===== config.mk =====
export PLATFORM = sky130hd
export DESIGN_NAME = serial_frame_deframer
export DESIGN_NICKNAME = d
export VERILOG_FILES = /design/src/rtl/sfd_pkg.sv /design/src/rtl/sfd_ram.sv /design/src/rtl/serial_frame_deframer.sv
export VERILOG_INCLUDE_DIRS = /design/src /design/src/rtl
export SDC_FILE = /design/constraint.sdc
export NUM_CORES = 1
export LEC_CHECK = 0
export BUFFER_PORTS_ARGS = -buffer_cell sky130_fd_sc_hd__buf_2
export CAP_MARGIN = 30
export CORE_MARGIN = 1
export CORE_UTILIZATION = 40
export CTS_CLUSTER_SIZE = 8
export DETAILED_ROUTE_END_ITERATION = 10
export PLACE_DENSITY_LB_ADDON = 0.2
export SETUP_SLACK_MARGIN = 0.15
export SYNTH_ARGS = -nofsm -noshare
export SYNTH_HDL_FRONTEND = slang
export SYNTH_SLANG_ARGS = --single-unit
export TNS_END_PERCENT = 5

===== constraint.sdc =====
create_clock -name clk_i -period 9.3 [get_ports clk_i]
set_clock_uncertainty 0.2 [all_clocks]
set_input_delay 0.465 -clock clk_i [delete_from_list [all_inputs] [get_ports clk_i]]
set_output_delay 0.465 -clock clk_i [all_outputs]
set_load 0.05 [all_outputs]

===== src/rtl/serial_frame_deframer_assert.svh =====
`ifndef SERIAL_FRAME_DEFRAMER_ASSERT_SVH
`define SERIAL_FRAME_DEFRAMER_ASSERT_SVH

// clocked check, ignored while reset is asserted
`define SFD_ASSERT(lbl, prop, msg) \
  lbl: assert property (@(posedge clk_i) disable iff (!rst_ni) prop) else $error(msg);

// clocked check that must also hold while reset is asserted
`define SFD_ASSERT_ALWAYS(lbl, prop, msg) \
  lbl: assert property (@(posedge clk_i) prop) else $error(msg);

`endif


===== src/rtl/sfd_pkg.sv =====
package sfd_pkg;

  // field widths
  localparam int unsigned ByteW    = 8;
  localparam int unsigned LenW     = 6;
  localparam int unsigned CfgIdxW  = 3;
  localparam int unsigned TdataW   = 40;
  localparam int unsigned TuserW   = 1;

  // configuration register indexes
  localparam logic [CfgIdxW-1:0] CFG_HEADER = 3'd0;
  localparam logic [CfgIdxW-1:0] CFG_TAIL   = 3'd1;
  localparam logic [CfgIdxW-1:0] CFG_TARGET = 3'd2;
  localparam logic [CfgIdxW-1:0] CFG_SOURCE = 3'd3;
  localparam logic [CfgIdxW-1:0] CFG_LIMIT  = 3'd4;

  // configuration reset values
  localparam logic [ByteW-1:0] HEADER_RST = 8'd223;
  localparam logic [ByteW-1:0] TAIL_RST   = 8'd253;
  localparam logic [ByteW-1:0] TARGET_RST = 8'd151;
  localparam logic [ByteW-1:0] SOURCE_RST = 8'd1;
  localparam logic [LenW-1:0]  LIMIT_RST  = 6'd60;

  // frame layout offsets
  localparam int unsigned OffTarget  = 1;
  localparam int unsigned OffSource  = 2;
  localparam int unsigned OffClass   = 3;
  localparam int unsigned OffSub     = 4;
  localparam int unsigned OffLen     = 5;
  localparam int unsigned OffPayload = 6;
  localparam int unsigned FrameOvh   = 9;

  typedef enum logic [2:0] {
    ST_IDLE,
    ST_READ,
    ST_EVAL,
    ST_EMIT_RD,
    ST_EMIT_WR
  } sfd_state_e;

endpackage


===== src/rtl/sfd_ram.sv =====
module sfd_ram #(
  parameter int unsigned WIDTH = 8,
  parameter int unsigned DEPTH = 69
) (
  input  logic                     clk_i,
  input  logic                     we_i,
  input  logic [$clog2(DEPTH)-1:0] waddr_i,
  input  logic [WIDTH-1:0]         wdata_i,
  input  logic [$clog2(DEPTH)-1:0] raddr_i,
  output logic [WIDTH-1:0]         rdata_o
);

  logic [WIDTH-1:0] mem_q [DEPTH];
  logic [WIDTH-1:0] rdata_q;

  // one write port, one registered read port
  always_ff @(posedge clk_i) begin
    if (we_i) begin
      mem_q[waddr_i] <= wdata_i;
    end
    rdata_q <= mem_q[raddr_i];
  end

  assign rdata_o = rdata_q;

endmodule


===== src/rtl/serial_frame_deframer.sv =====
// Serial frame deframer.
// Input stream: one received byte per transfer on s_axis. Output stream: one
// transfer per payload byte of each good frame (class, subcode, length, index,
// byte in tdata, tlast on the final byte), or one empty marker transfer
// (tuser high, tlast high) for a frame with no payload.
// Configuration: cfg_we_i writes register cfg_index_i (0 header, 1 tail,
// 2 target address, 3 source address, 4 length limit); write only while the
// block is idle.
// Byte handling: a byte that needs no rescan passes accept, read, evaluate
// and read check. Each byte re-walked after a rejected header adds a read and
// an evaluate, each emitted item an emit read and an emit write; all of this
// is paced by the single read port of the byte store and one shared evaluation
// step. After its high checksum byte is read and evaluated, the first item of a
// good frame passes emit read and emit write, as does each later item.
// tready is low while a byte is evaluated or a frame is emitted.
// Reset empties the byte store (its contents are not cleared, only the fill
// count) and restores the register defaults; no clearing pass is needed.
// When the receiver stalls, the output register holds its transfer and
// emission of the frame waits; bytes are still taken whenever idle.
module serial_frame_deframer #(
  parameter int unsigned MAX_PAYLOAD = 60
) (
  input  logic                       clk_i,
  input  logic                       rst_ni,
  // configuration write port
  input  logic                       cfg_we_i,
  input  logic [sfd_pkg::CfgIdxW-1:0] cfg_index_i,
  input  logic [sfd_pkg::ByteW-1:0]  cfg_data_i,
  // received bytes
  input  logic                       s_axis_tvalid_i,
  output logic                       s_axis_tready_o,
  input  logic [sfd_pkg::ByteW-1:0]  s_axis_tdata_i,  // [7:0] rx_byte
  // payload items
  output logic                       m_axis_tvalid_o,
  input  logic                       m_axis_tready_i,
  // [7:0] class_code, [15:8] sub_code, [21:16] payload_length,
  // [27:22] byte_index, [35:28] payload_byte, [39:36] zero
  output logic [sfd_pkg::TdataW-1:0] m_axis_tdata_o,
  output logic                       m_axis_tlast_o,   // last_of_frame
  output logic [sfd_pkg::TuserW-1:0] m_axis_tuser_o    // [0] empty_marker
);

  import sfd_pkg::*;

  localparam int unsigned Depth = MAX_PAYLOAD + FrameOvh;
  localparam int unsigned PW    = $clog2(Depth);
  localparam int unsigned CW    = $clog2(Depth + 1);
  localparam logic [ByteW-1:0] MaxPayByte = ByteW'(MAX_PAYLOAD);

  // wrap a sum below twice the depth back into the ring
  function automatic logic [PW-1:0] wrap_ptr(input logic [PW:0] sum);
    logic [PW:0] red;
    red = sum - (PW+1)'(Depth);
    wrap_ptr = (sum >= (PW+1)'(Depth)) ? red[PW-1:0] : sum[PW-1:0];
  endfunction

  sfd_state_e state_q, state_d;

  logic [ByteW-1:0] header_q, tail_q, target_q, source_q;
  logic [LenW-1:0]  limit_q;

  logic [PW-1:0]    base_q, base_d;
  logic [CW-1:0]    count_q, count_d;
  logic [CW-1:0]    scan_q, scan_d;
  logic [15:0]      sum_q, sum_d;
  logic [ByteW-1:0] class_q, class_d, sub_q, sub_d, len_q, len_d, cklo_q, cklo_d;
  logic [ByteW-1:0] idx_q, idx_d;

  logic             out_valid_q, out_valid_d;
  logic [ByteW-1:0] out_class_q, out_sub_q, out_byte_q;
  logic [LenW-1:0]  out_len_q, out_idx_q;
  logic             out_empty_q, out_last_q;
  logic             out_load;

  logic             in_xfer;
  logic             slot_free;
  logic             mem_we;
  logic [PW-1:0]    mem_waddr, mem_raddr;
  logic [ByteW-1:0] mem_rdata;

  logic             drop_en;
  logic [CW-1:0]    drop_n;
  logic [CW-1:0]    tail_k;
  logic             emit_last;

  assign in_xfer   = s_axis_tvalid_i && s_axis_tready_o;
  assign slot_free = !out_valid_q || m_axis_tready_i;
  assign s_axis_tready_o = (state_q == ST_IDLE);

  // byte store as a ring starting at the candidate header
  assign mem_we    = in_xfer;
  assign mem_waddr = wrap_ptr({1'b0, base_q} + (PW+1)'(count_q));
  assign mem_raddr = (state_q == ST_READ)
                   ? wrap_ptr({1'b0, base_q} + (PW+1)'(scan_q))
                   : wrap_ptr({1'b0, base_q} + (PW+1)'(OffPayload) + (PW+1)'(idx_q));

  sfd_ram #(
    .WIDTH (ByteW),
    .DEPTH (Depth)
  ) u_store (
    .clk_i   (clk_i),
    .we_i    (mem_we),
    .waddr_i (mem_waddr),
    .wdata_i (s_axis_tdata_i),
    .raddr_i (mem_raddr),
    .rdata_o (mem_rdata)
  );

  assign tail_k    = CW'(len_q) + CW'(OffPayload);
  assign emit_last = (len_q == '0) || (idx_q == len_q - 8'd1);

  // sequencer: one stored byte evaluated per read
  always_comb begin
    state_d     = state_q;
    base_d      = base_q;
    count_d     = count_q;
    scan_d      = scan_q;
    sum_d       = sum_q;
    class_d     = class_q;
    sub_d       = sub_q;
    len_d       = len_q;
    cklo_d      = cklo_q;
    idx_d       = idx_q;
    out_valid_d = out_valid_q && !m_axis_tready_i;
    out_load    = 1'b0;
    drop_en     = 1'b0;
    drop_n      = CW'(1);

    case (state_q)
      ST_IDLE: begin
        if (in_xfer) begin
          count_d = count_q + CW'(1);
          state_d = ST_READ;
        end
        if (cfg_we_i) begin
          scan_d = '0;
        end
      end
      ST_READ: begin
        state_d = (scan_q < count_q) ? ST_EVAL : ST_IDLE;
      end
      ST_EVAL: begin
        state_d = ST_READ;
        scan_d  = scan_q + CW'(1);
        if (scan_q == '0) begin
          // header hunt
          if (mem_rdata == header_q) begin
            sum_d = 16'(mem_rdata);
          end else begin
            drop_en = 1'b1;
          end
        end else if (scan_q == CW'(OffTarget)) begin
          if (mem_rdata == target_q) sum_d = sum_q + 16'(mem_rdata);
          else drop_en = 1'b1;
        end else if (scan_q == CW'(OffSource)) begin
          if (mem_rdata == source_q) sum_d = sum_q + 16'(mem_rdata);
          else drop_en = 1'b1;
        end else if (scan_q == CW'(OffClass)) begin
          class_d = mem_rdata;
          sum_d   = sum_q + 16'(mem_rdata);
        end else if (scan_q == CW'(OffSub)) begin
          sub_d = mem_rdata;
          sum_d = sum_q + 16'(mem_rdata);
        end else if (scan_q == CW'(OffLen)) begin
          if ((mem_rdata > {2'b00, limit_q}) || (mem_rdata > MaxPayByte)) begin
            drop_en = 1'b1;
          end else begin
            len_d = mem_rdata;
            sum_d = sum_q + 16'(mem_rdata);
          end
        end else if (scan_q < tail_k) begin
          sum_d = sum_q + 16'(mem_rdata);
        end else if (scan_q == tail_k) begin
          if (mem_rdata == tail_q) sum_d = sum_q + 16'(mem_rdata);
          else drop_en = 1'b1;
        end else if (scan_q == tail_k + CW'(1)) begin
          cklo_d = mem_rdata;
        end else begin
          // checksum high byte closes the frame
          if ({mem_rdata, cklo_q} == sum_q) begin
            idx_d   = '0;
            state_d = ST_EMIT_RD;
          end else begin
            drop_en = 1'b1;
          end
        end
      end
      ST_EMIT_RD: begin
        state_d = ST_EMIT_WR;
      end
      ST_EMIT_WR: begin
        if (slot_free) begin
          out_load    = 1'b1;
          out_valid_d = 1'b1;
          if (emit_last) begin
            drop_en = 1'b1;
            drop_n  = CW'(len_q) + CW'(FrameOvh);
            state_d = ST_READ;
          end else begin
            idx_d   = idx_q + 8'd1;
            state_d = ST_EMIT_RD;
          end
        end
      end
      default: begin
        state_d = ST_IDLE;
      end
    endcase

    // release bytes from the front and restart the parse there
    if (drop_en) begin
      base_d  = wrap_ptr({1'b0, base_q} + (PW+1)'(drop_n));
      count_d = count_q - drop_n;
      scan_d  = '0;
    end
  end

  // control registers
  always_ff @(posedge clk_i or negedge rst_ni) begin
    if (!rst_ni) begin
      state_q     <= ST_IDLE;
      base_q      <= '0;
      count_q     <= '0;
      scan_q      <= '0;
      out_valid_q <= 1'b0;
      header_q    <= HEADER_RST;
      tail_q      <= TAIL_RST;
      target_q    <= TARGET_RST;
      source_q    <= SOURCE_RST;
      limit_q     <= LIMIT_RST;
    end else begin
      state_q     <= state_d;
      base_q      <= base_d;
      count_q     <= count_d;
      scan_q      <= scan_d;
      out_valid_q <= out_valid_d;
      if (cfg_we_i) begin
        case (cfg_index_i)
          CFG_HEADER: header_q <= cfg_data_i;
          CFG_TAIL:   tail_q   <= cfg_data_i;
          CFG_TARGET: target_q <= cfg_data_i;
          CFG_SOURCE: source_q <= cfg_data_i;
          CFG_LIMIT:  limit_q  <= cfg_data_i[LenW-1:0];
          default:    ;
        endcase
      end
    end
  end

  // frame fields and running checksum
  always_ff @(posedge clk_i) begin
    sum_q   <= sum_d;
    class_q <= class_d;
    sub_q   <= sub_d;
    len_q   <= len_d;
    cklo_q  <= cklo_d;
    idx_q   <= idx_d;
  end

  // output register
  always_ff @(posedge clk_i) begin
    if (out_load) begin
      out_class_q <= class_q;
      out_sub_q   <= sub_q;
      out_len_q   <= len_q[LenW-1:0];
      out_idx_q   <= idx_q[LenW-1:0];
      out_byte_q  <= (len_q == '0) ? '0 : mem_rdata;
      out_empty_q <= (len_q == '0);
      out_last_q  <= emit_last;
    end
  end

  assign m_axis_tvalid_o = out_valid_q;
  assign m_axis_tdata_o  = {4'b0000, out_byte_q, out_idx_q, out_len_q, out_sub_q, out_class_q};
  assign m_axis_tlast_o  = out_last_q;
  assign m_axis_tuser_o  = out_empty_q;

`include "serial_frame_deframer_assert.svh"

  `SFD_ASSERT_ALWAYS(a_count_bound, count_q <= CW'(Depth), "byte store overfilled")
  `SFD_ASSERT(a_scan_in_store, scan_q <= count_q, "parse position beyond stored bytes")
  `SFD_ASSERT(a_accept_room, in_xfer |-> (count_q < CW'(Depth)), "byte taken into a full store")
  `SFD_ASSERT(a_marker_last, (m_axis_tvalid_o && m_axis_tuser_o[0]) |-> m_axis_tlast_o,
              "empty marker not flagged last")

endmodule


==> reports/summary.txt <==
Status - finished, final reports clean
Worst hold path type - input pin to flip-flop
Fill cell count - 7174
Synth Register Bits - 717
Largest net degree at the start of global routing - 167
Setup violators final - 0
Post-Syn Area - 0.0326 mm2
Register area - 0.0212 mm2
Non-filler cells, final - 3779
1st-iter DRT viols - 1654
Clock Tree Root - clkbuf_16
DIE HEIGHT - 287 um
Post-cts sizing count - 0
Crit path DAT - 6940 ps
RSZ-0062 raised after global routing - false
Highest-count cells in the layout ignoring fill and taps - 646 x edfxtp_1, 449 x nand2_1, 160 x a21oi_1, 151 x nor2_1, 115 x nand3_1
Inst Count DP - 3622
CTS buffer count - 99
Ys flop type - edfxtp_1
Max Slew Vio Count - 0
Sequential-to-total area share from yosys stat - 65.0%
Initial core utilization - 40.4%
First-pass GRT wire length - 128 mm
Via density per instance - 5.56
Most flop-heavy register - u_store.mem_q
Worst Setup Path Type - flip-flop to flip-flop
Clock sinks - 717
Area Overhead vs Synth - 13.2%
DP Wirelength - 51.4 mm
Clock Latency Late Sink - 680 ps
Tot GR Track Use - 20.4%
Worst Path Required - 9600 ps
Final worst path period share - 71.4%
Final core occ - 45.8%
Synth Instances - 2590
H-tree depth - 3
Clock Path Buffers - 3
Max_slew headroom - 32.4%
R2r startpoint - len_q[2]
Fin nets - 2790
Initial antenna violation count - 0
Number of hold violations in the final report - 0
I/O pin count - 68
Row count - 104
Post-Route WL - 84.1 mm
Avg WL per Cell - 22.3 um
Drt first pass iters - 6
Post-synth EDFFs - 646
Top flop regs - u_store.mem_q: 552 flops, sum_q: 16 flops
Worst Min Path Start - cfg_index_i[0]
Port Buf Inserts - 63
Most common cell after layout, fill and taps aside - edfxtp_1
Worst setup EP type - flip-flop
Multi-input logic area - 0.0106 mm2
Layout cells sized above 1 - 11.0%
Largest register FFs - 552
Period minus WS final - 6640 ps
Max Clock Freq - 151 MHz
Vias in the first global route - 20797
Max-cap violation count - 0
WHS - 127 ps
Gpl congestion - 0.828
Synthesized area per cell - 12.6 um2
Worst-path fanout max - 8
DRC viols - 0
Startpoint types - flip-flop
Total vias in the final route - 21007
Library cells used by synthesis - 84
Synth warnings - 0
Routed Antenna Nets - 0
Worst-margin pin slew - 1010 ps
Core area - 0.0805 mm2
Die area - 0.0826 mm2
Clock-pin slew on the worst setup and hold paths - 50 ps
Grt ovf - 0
TritonCTS clock tree - yes
Ant diodes - 0
Postcts setup bufs - 0
Chip width - 287 um
Critical Path Start - len_q[2]
Asr flop ratio synth - 8.79%
Post-route setup TNS - 0 ps
[area by class of cell]
cell class / count / share of cell area (%)
Inverter: 61 / 0.621
Sequential cell: 717 / 57.4
Clock buffer: 140 / 7.19
Clock inverter: 6 / 0.451
Tap cell: 1060 / 3.60
Timing Repair Buffer: 107 / 1.96
Multi-Input combinational cell: 1688 / 28.8
[synth_stat cells (46+ instances only)]
master | number | share of area [%]
o21ai_0 | 46 | 0.71
a21oi_1 | 160 | 2.5
xnor2_1 | 47 | 1.3
nand3_1 | 115 | 1.8
buf_2 | 50 | 0.77
mux2i_1 | 51 | 1.6
xor2_1 | 80 | 2.2
clkbuf_1 | 55 | 0.63
edfxtp_1 | 646 | 60
ha_1 | 86 | 3.3
nand2_1 | 449 | 5.2
nor2_1 | 151 | 1.7
inv_1 | 61 | 0.70
[repair_timing]
item                       4_1_cts  5_1_grt
setup endpoints to repair        0        0
hold endpoints to repair        78        0
hold buffers                    11        0
[through the flow]
stage               setup slack (ps)  cell area, um2
floorplan                       3590           32600
global placement                2960           33900
detailed placement              2730           33900
CTS                             2730           36900
global route                    2180           36900
finish                          2660           36900
[kinds of logic after synthesis]
| family | Yosys count | share of synthesized area [%] |
|---|---|---|
| xor+xnor | 127 | 3.42 |
| fa+ha+maj | 92 | 3.67 |
| mux | 96 | 3.26 |
| buf+inv | 188 | 2.62 |
| compound gates | 454 | 9.40 |
| simple gates | 915 | 12.6 |
| flops | 717 | 65.0 |
| other cells | 1 | 0.0115 |
[final timing paths]
kind,depth (start not counted),to,slack (ps)
setup / recovery,23,base_q[5],2660
hold / removal,3,header_q[0],130
setup reg to reg,23,base_q[5],2660
hold reg to reg,0,out_sub_q[2],180
max in group asynchronous,3,target_q[6],7900
min in group asynchronous,3,m_axis_tvalid_o,300
[worst max-delay path, cell delays in order (launching register included)]
cell and delay (ps):
edfxtp_1 500, inv_1 160, ha_1 240, nand2_1 130
and2_1 230, and3_1 170, nor3_1 50, a211oi_1 190
a41oi_1 80, o41ai_1 830, nand2_1 340, nor2_1 270
ha_1 300, a21oi_1 220, o21bai_1 90, a21oi_1 220
xnor2_1 140, or4_1 560, o21bai_1 180, a221oi_1 800
a21oi_1 150, nor3b_1 210, xnor2_1 180, o21ai_0 90
[per-layer routing]
metal,vias up,share of wire [%],GRT usage [%]
met5,-,0,0
met3,147,5.6,3.10
met1,10485,43,27.3
met2,659,48,34.0
li1,9716,-,-
met4,0,2.6,6.06
Power is left out: the tool's default activity adds up to more than one toggle a clock period on the data nets, which glitch-free logic cannot reach.
